[src/hdl/bpa_pkg.sv]
// Shared types, codes and a helper function for the buddy page allocator.
`default_nettype none
package bpa_pkg;

  localparam int ORD_W  = 4;
  localparam int ST_W   = 2;
  localparam int WORD_W = 64;
  localparam int BIT_W  = 6;

  localparam logic OP_ALLOC = 1'b0;
  localparam logic OP_FREE  = 1'b1;

  typedef enum logic [ST_W-1:0] {
    ST_OK      = 2'd0,
    ST_NOMEM   = 2'd1,
    ST_INVALID = 2'd2
  } st_t;

  typedef enum logic [3:0] {
    DP_NONE,
    DP_LOAD,
    DP_CLR,
    DP_SRCH_NEXT,
    DP_FOUND,
    DP_SPLIT,
    DP_CHK_NEXT,
    DP_MRG_INIT,
    DP_MRG_UP,
    DP_MRG_SET,
    DP_RESULT
  } dp_op_t;

  typedef struct packed {
    dp_op_t op;
    logic   rd_idx;
    st_t    res;
  } cmd_t;

  typedef struct packed {
    logic clr_done;
    logic is_free;
    logic bad_order;
    logic bad_free;
    logic word_nz;
    logic srch_last;
    logic j_max;
    logic j_is_ord;
    logic chk_hit;
    logic chk_last;
    logic buddy_free;
  } stat_t;

  // Position of the lowest set bit of a bitmap word.
  function automatic logic [BIT_W-1:0] lowest_set(input logic [WORD_W-1:0] v);
    logic [BIT_W-1:0] r;
    r = '0;
    for (int i = WORD_W - 1; i >= 0; i--) begin
      if (v[i]) r = BIT_W'(i);
    end
    return r;
  endfunction

endpackage
`default_nettype wire

[src/hdl/bpa_ctrl.sv]
// Controller of the buddy page allocator: sequences search, split, check and merge.
`default_nettype none
module bpa_ctrl
  import bpa_pkg::*;
(
  input  wire logic  clk,
  input  wire logic  rst,
  input  wire logic  in_valid,
  output logic       in_ready,
  output logic       out_valid,
  input  wire logic  out_ready,
  input  wire stat_t stat,
  output cmd_t       cmd
);

  typedef enum logic [10:0] {
    S_CLR  = 11'b000_0000_0001,
    S_IDLE = 11'b000_0000_0010,
    S_SRD  = 11'b000_0000_0100,
    S_SEV  = 11'b000_0000_1000,
    S_PRD  = 11'b000_0001_0000,
    S_PEV  = 11'b000_0010_0000,
    S_CRD  = 11'b000_0100_0000,
    S_CEV  = 11'b000_1000_0000,
    S_MRD  = 11'b001_0000_0000,
    S_MEV  = 11'b010_0000_0000,
    S_RESP = 11'b100_0000_0000
  } state_t;

  state_t state, state_next;
  st_t    res, res_next;
  logic   out_valid_next;

  assign in_ready = (state == S_IDLE);

  always_comb begin
    state_next     = state;
    res_next       = res;
    out_valid_next = out_valid && !out_ready;
    cmd.op         = DP_NONE;
    cmd.rd_idx     = 1'b0;
    cmd.res        = res;
    unique case (state)
      S_CLR: begin
        cmd.op = DP_CLR;
        if (stat.clr_done) state_next = S_IDLE;
      end
      S_IDLE: begin
        if (in_valid) begin
          cmd.op = DP_LOAD;
          priority if (stat.bad_order) begin
            res_next   = ST_INVALID;
            state_next = S_RESP;
          end else if (!stat.is_free) begin
            state_next = S_SRD;
          end else if (stat.bad_free) begin
            res_next   = ST_INVALID;
            state_next = S_RESP;
          end else begin
            state_next = S_CRD;
          end
        end
      end
      S_SRD: state_next = S_SEV;
      S_SEV: begin
        if (stat.word_nz) begin
          cmd.op = DP_FOUND;
          if (stat.j_is_ord) begin
            res_next   = ST_OK;
            state_next = S_RESP;
          end else begin
            state_next = S_PRD;
          end
        end else if (stat.srch_last && stat.j_max) begin
          res_next   = ST_NOMEM;
          state_next = S_RESP;
        end else begin
          cmd.op     = DP_SRCH_NEXT;
          state_next = S_SRD;
        end
      end
      S_PRD: begin
        cmd.rd_idx = 1'b1;
        state_next = S_PEV;
      end
      S_PEV: begin
        cmd.rd_idx = 1'b1;
        cmd.op     = DP_SPLIT;
        if (stat.j_is_ord) begin
          res_next   = ST_OK;
          state_next = S_RESP;
        end else begin
          state_next = S_PRD;
        end
      end
      S_CRD: state_next = S_CEV;
      S_CEV: begin
        if (stat.chk_hit) begin
          res_next   = ST_INVALID;
          state_next = S_RESP;
        end else if (stat.chk_last && stat.j_max) begin
          cmd.op     = DP_MRG_INIT;
          state_next = S_MRD;
        end else begin
          cmd.op     = DP_CHK_NEXT;
          state_next = S_CRD;
        end
      end
      S_MRD: begin
        cmd.rd_idx = 1'b1;
        state_next = S_MEV;
      end
      S_MEV: begin
        cmd.rd_idx = 1'b1;
        if (!stat.j_max && stat.buddy_free) begin
          cmd.op     = DP_MRG_UP;
          state_next = S_MRD;
        end else begin
          cmd.op     = DP_MRG_SET;
          res_next   = ST_OK;
          state_next = S_RESP;
        end
      end
      S_RESP: begin
        // Wait here only while the previous word still sits in the output register.
        if (!out_valid || out_ready) begin
          cmd.op         = DP_RESULT;
          out_valid_next = 1'b1;
          state_next     = S_IDLE;
        end
      end
      default: state_next = S_CLR;
    endcase
  end

  always_ff @(posedge clk) begin
    if (rst) begin
      state     <= S_CLR;
      res       <= ST_OK;
      out_valid <= 1'b0;
    end else begin
      state     <= state_next;
      res       <= res_next;
      out_valid <= out_valid_next;
    end
  end

endmodule
`default_nettype wire
[config.mk]
export PLATFORM = sky130hd
export DESIGN_NAME = bpa_ctrl
export DESIGN_NICKNAME = d
export VERILOG_FILES = /design/src/hdl/bpa_pkg.sv /design/src/hdl/bpa_ctrl.sv
export SDC_FILE = /design/constraint.sdc
export NUM_CORES = 1
export LEC_CHECK = 0
export BUFFER_PORTS_ARGS = -buffer_cell sky130_fd_sc_hd__buf_2
export CAP_MARGIN = 20
export CORE_MARGIN = 5
export CORE_UTILIZATION = 58
export CTS_CLUSTER_SIZE = 24
export DETAILED_ROUTE_END_ITERATION = 10
export PLACE_DENSITY = 0.93
export SYNTH_ARGS = -nofsm -noshare
export SYNTH_HDL_FRONTEND = slang
export SYNTH_SLANG_ARGS = --single-unit
[constraint.sdc]
create_clock -name clk -period 3.9 [get_ports clk]
set_input_delay 0 -clock clk [delete_from_list [all_inputs] [get_ports clk]]
set_output_delay 0 -clock clk [all_outputs]
set_load 0.05 [all_outputs]
After elaboration in Yosys (flattened, before gate mapping)
Index checks and enable logic that the tools add are counted.

Register bits after elaboration: 14. Bits of input ports: 15. Output and inout bits: 9. Logic and storage cells: 68.

Eq/ne operators: 19. Muxes and demuxes: 34. Reduce and logical (&&, ||, !) cells: 12.

Operators with widths (number): 11-bit two-way mux (11); 11-bit case mux with 11 select lines (1); 4-bit case mux with 7 select lines (1); 2-bit two-way mux (10); 11-bit by 1-bit == test with 1-bit output (second input constant) (1); 11-bit by 10-bit == test with 1-bit output (second input constant) (1); 11-bit == test (second input constant) (1); 11-bit by 2-bit == test with 1-bit output (second input constant) (1); 11-bit by 3-bit == test with 1-bit output (second input constant) (1); 11-bit by 4-bit == test with 1-bit output (second input constant) (1); 11-bit by 5-bit == test with 1-bit output (second input constant) (1); 11-bit by 6-bit == test with 1-bit output (second input constant) (1); 11-bit by 7-bit == test with 1-bit output (second input constant) (1); 11-bit by 8-bit == test with 1-bit output (second input constant) (1); 11-bit by 9-bit == test with 1-bit output (second input constant) (1); 2-bit inequality test (second input constant) (5); 2-bit case mux with 5 select lines (1); 9-bit two-way mux (1); 7-bit AND reduction (1); 1-bit two-way mux (6); 3-bit two-way mux (2); 3-bit by 1-bit inequality test with 1-bit output (second input constant) (2); 5-bit nonzero test (1); 1-bit logical AND (4); other kinds (6) (8).

Depth between registers and ports, before layout
Word-level depth: 5. Gate-level depth with buffers: 9. Depth with buffers taken out: 6.

Worst setup path before layout
No wires, ideal clock.

Kind: flip-flop to flip-flop. Start: register state[4]. End: register res[0]. Data arrival time: 2478 ps. Required time: 3829 ps. Slack: 1351 ps. Cell stages (with the launch flop): 9. Buffers on the path: 2. Period minus slack after synthesis: 2549 ps. Path through: dfxtp_1 buf_6 or4_4 buf_6 nor4_4 nand2b_1 o211ai_2 or3_1 a21oi_1.

Cells in the longest elaborated chain, start to end: 3. Elaborated cells between the ends (all ways): 14. Classes of those cells: 11 x eq/ne; 1 x mux; 2 x reduce/logical.

Ends and longest elaborated chain: from (decl) (line bpa_ctrl.sv:30) `state_t state, state_next;`; from (signal assigned) (line bpa_ctrl.sv:142) `state <= state_next;`; 11-bit by 2-bit == test with 1-bit output *; named net in_ready (line bpa_ctrl.sv:9) `output logic in_ready,`; 3-bit by 1-bit inequality test with 1-bit output (no source line) (tied with other cells); 7-bit AND reduction (no source line); to (signal assigned) (line bpa_ctrl.sv:143) `res <= res_next;`; to (decl) (line bpa_ctrl.sv:31) `st_t res, res_next;`.

The timed path passes the listed nets; every way through them passes the cells marked *. A chain may end at the register's enable or synchronous reset.

==> metrics.md <==
| Metric | Value |
|---|---|
| HP Class | `primary input to flop` |
| RSZ-0062 raised after global routing | `no` |
| Pin count of the biggest net entering global routing | `15` |
| Initial drt markers | `134` |
| Type of the worst setup path | `flop to output port` |
| Placer Congestion | `1.040` |
| Die area | `3058 µm²` |
| TNS Setup | `0 ps` |
| Initial core utilization | `60.65%` |
| Fin crit share | `64.40%` |
| Worst reg2reg setup slack | `1410 ps` |
| Seq cells post-synth | `14` |
| Fin. Hold Viols | `0` |
| Max-cap violation count | `0` |
| Period minus WS final | `2512 ps` |
| Origin of the critical flop-to-flop path | `state[6]` |
| Post-CTS Setup Bufs | `0` |
| Seq/Total Area, Yosys | `23.55%` |
| Worst EP arrival | `2510 ps` |
| Net count, final | `192` |
| Core ar. | `1962 µm²` |
| Num Clock Sinks | `14` |
| TritonCTS buffer count | `3` |
| Static Leak | `0.5426 nW` |
| Slew Limit Headroom | `37.13%` |
| Hold worst-path end | `state[3]` |
| Synth-to-Final Area Change | `11.46%` |
| Clk_lat worst skew | `290 ps` |
| Routed vias/inst | `6.970` |
| Cell taking the most area after synthesis | `dfxtp_1` |
| Yosys warns | `0` |
| Clock slew at reported path FFs | `80 ps` |
| Layout Skew | `6.474 ps` |
| Htree depth | `1` |
| # DRC | `1` |
| Chip height | `55.30 µm` |
| Mapped Nets | `169` |
| Post-synthesis cell count | `154` |
| FP Rows | `16` |
| Worst hold path depth | `2` |
| Post-Route WL | `3.699 mm` |
| Failing checks | `DRC` |
| CP max FO | `8` |
| CTS tree | `yes` |
| Commonest non-fill, non-tap cells in the layout | `23 x buf_2, 14 x nand2_1, 14 x dfxtp_1` |
| Final Setup Violations | `0` |
| Die width | `55.30 µm` |
| R2R Path End | `state[0]` |
| Sequential cell area | `280.3 µm²` |
| Fillers | `188` |
| N_diodes | `0` |
| Via Count | `1408` |
| Gr usage total | `23.93%` |
| Unique masters post-synth | `49` |
| CP Capture Type | `output port` |
| Multi-input gate area | `857.1 µm²` |
| Post-DP HPWL | `2.855 mm` |
| Most common cell after layout, fill and taps aside | `buf_2` |
| Worst VDD drop | `299.0 µV` |
| Wire length per cell | `18.31 µm` |
| Critical path data required time | `3900 ps` |
| Final WS setup | `1388 ps` |
| Initial antenna violation count | `0` |
| Max Freq | `0.3981 GHz` |
| Post-synthesis cell area | `1190 µm²` |
| Top cells by area, synth | `dfxtp_1 24%, nand2b_1 5.8%, nand3_1 4.6%` |
| I/O Buffers | `23` |
| Clock Tree Buf Depth | `2` |
| Routed Antenna Nets | `0` |
| Pwr Density | `427.0 nW/µm²` |
| Remaining global-route overflow | `0` |
| Status | `complete, but fails checks` |
| First-pass GRT wire length | `5.947 mm` |
| Worst-case reg-to-reg path depth | `6` |
| Root Driver | `clkbuf_4` |
| Syn_area_per_cell | `7.727 µm²` |
| Share of cells above drive strength 1 | `21.71%` |
| Worst Setup Start Kind | `flop` |
| Min-delay src | `rst` |
| Post-synth top area share | `23.55%` |
| Tightest Pin Transition | `934.5 ps` |
| Number of global-route vias before repair | `1276` |
| Hold slack | `73.95 ps` |
| I/O pins | `24` |
| Placement Setup Slack | `1519 ps` |
| Crit. Startpoint | `state[0]` |
| Drt pass-1 iters | `8` |
| Final Max Slew Viols | `0` |
[worst max path at each step]
stage	cells after the start	slack, ps	to
4_1_cts	5	1460	cmd[5]
3_5_place_dp	6	1520	state[0]
6_report	5	1390	cmd[5]
2_1_floorplan	8	1350	res[0]
3_3_place_gp	6	1620	state[0]
5_1_grt	6	1260	state[0]
[flip-flops by register name (all words and copies together), names as in the netlist]
name / count
state: 11
res: 2
out_valid: 1
[through the flow]
stage / utilization [%] / total power [mW] / cell area (µm²) / cells
after floorplan: - / 0.4019 / 1190 / 154
after global placement: 65.94 / 0.4708 / 1294 / 198
after detailed placement: 65.94 / 0.4760 / 1294 / 198
after CTS: 67.60 / 0.5609 / 1326 / 202
after global routing: 67.60 / 0.5963 / 1326 / 202
final: 67.60 / 0.5663 / 1326 / 202
[logic make-up after synthesis]
logic type | count (synthesis) | share of synthesized area (%)
AND/OR/NAND/NOR | 96 | 50.58
buffers and inverters | 8 | 4.416
XOR/XNOR | 1 | 0.7362
AO/OA/AOI/OAI | 35 | 20.72
flip-flops | 14 | 23.55
[layout make-up]
class / count / share of cell area [%]
Clock buffer: 3 / 1.698
Inverter: 2 / 0.5660
Timing Repair Buffer: 24 / 9.434
Sequential cell: 14 / 21.13
Multi-Input combinational cell: 132 / 64.62
Tap cell: 27 / 2.547
[routing by layer]
layer  vias up  wire length [µm]  global-route usage [%]
met2       123              1729                   39.86
met5         -                 0                       0
met4         0               136                   10.07
li1        641                 -                       -
met3        18               491                   5.361
met1       626              1342                   29.38
[cells in the mapped netlist (all sizes together)]
library cell / instances
o31a: 1
a32oi: 2
a31o: 1
nor4: 6
o22a: 1
nand4: 6
o211ai: 1
nand4b: 1
or3b: 1
nor3: 7
o22ai: 2
o311ai: 1
or4: 5
a211oi: 3
a21oi: 7
nor2: 10
o21ai: 7
and4: 1
nor4b: 4
nor4bb: 2
nor3b: 1
buf: 3
nand3b: 1
nor2b: 5
a221oi: 1
inv: 2
and4b: 1
nand2b: 11
or3: 4
clkbuf: 3
a211o: 1
o221ai: 1
and3: 2
dfxtp: 14
o32ai: 2
xor2: 1
o21a: 1
nand3: 12
nand2: 14
a21bo: 1
or2: 2
a21boi: 1
a22oi: 1
[timing repair]
action                                  CTS  global route
hold endpoints to repair                  1             0
hold buffers                              1             0
gates resized for setup                   0             0
endpoints found under the setup margin    0             0
[worst max-delay path: stages, from the launching register on]
cell and delay [ps]:
dfxtp_1 370, nor4_2 660, nand3_1 460, a21boi_0 310, o21ai_0 130, buf_2 290
[power breakdown]
part	leakage, nW	internal [mW]	switching, mW	total, mW
Sequential	0.113	0.160	0.0227	0.183
Combinational	0.415	0.101	0.197	0.298
Clock	0.0138	0.0359	0.0499	0.0858
Total	0.543	0.297	0.269	0.566
Power figures use the tool's default switching activity.
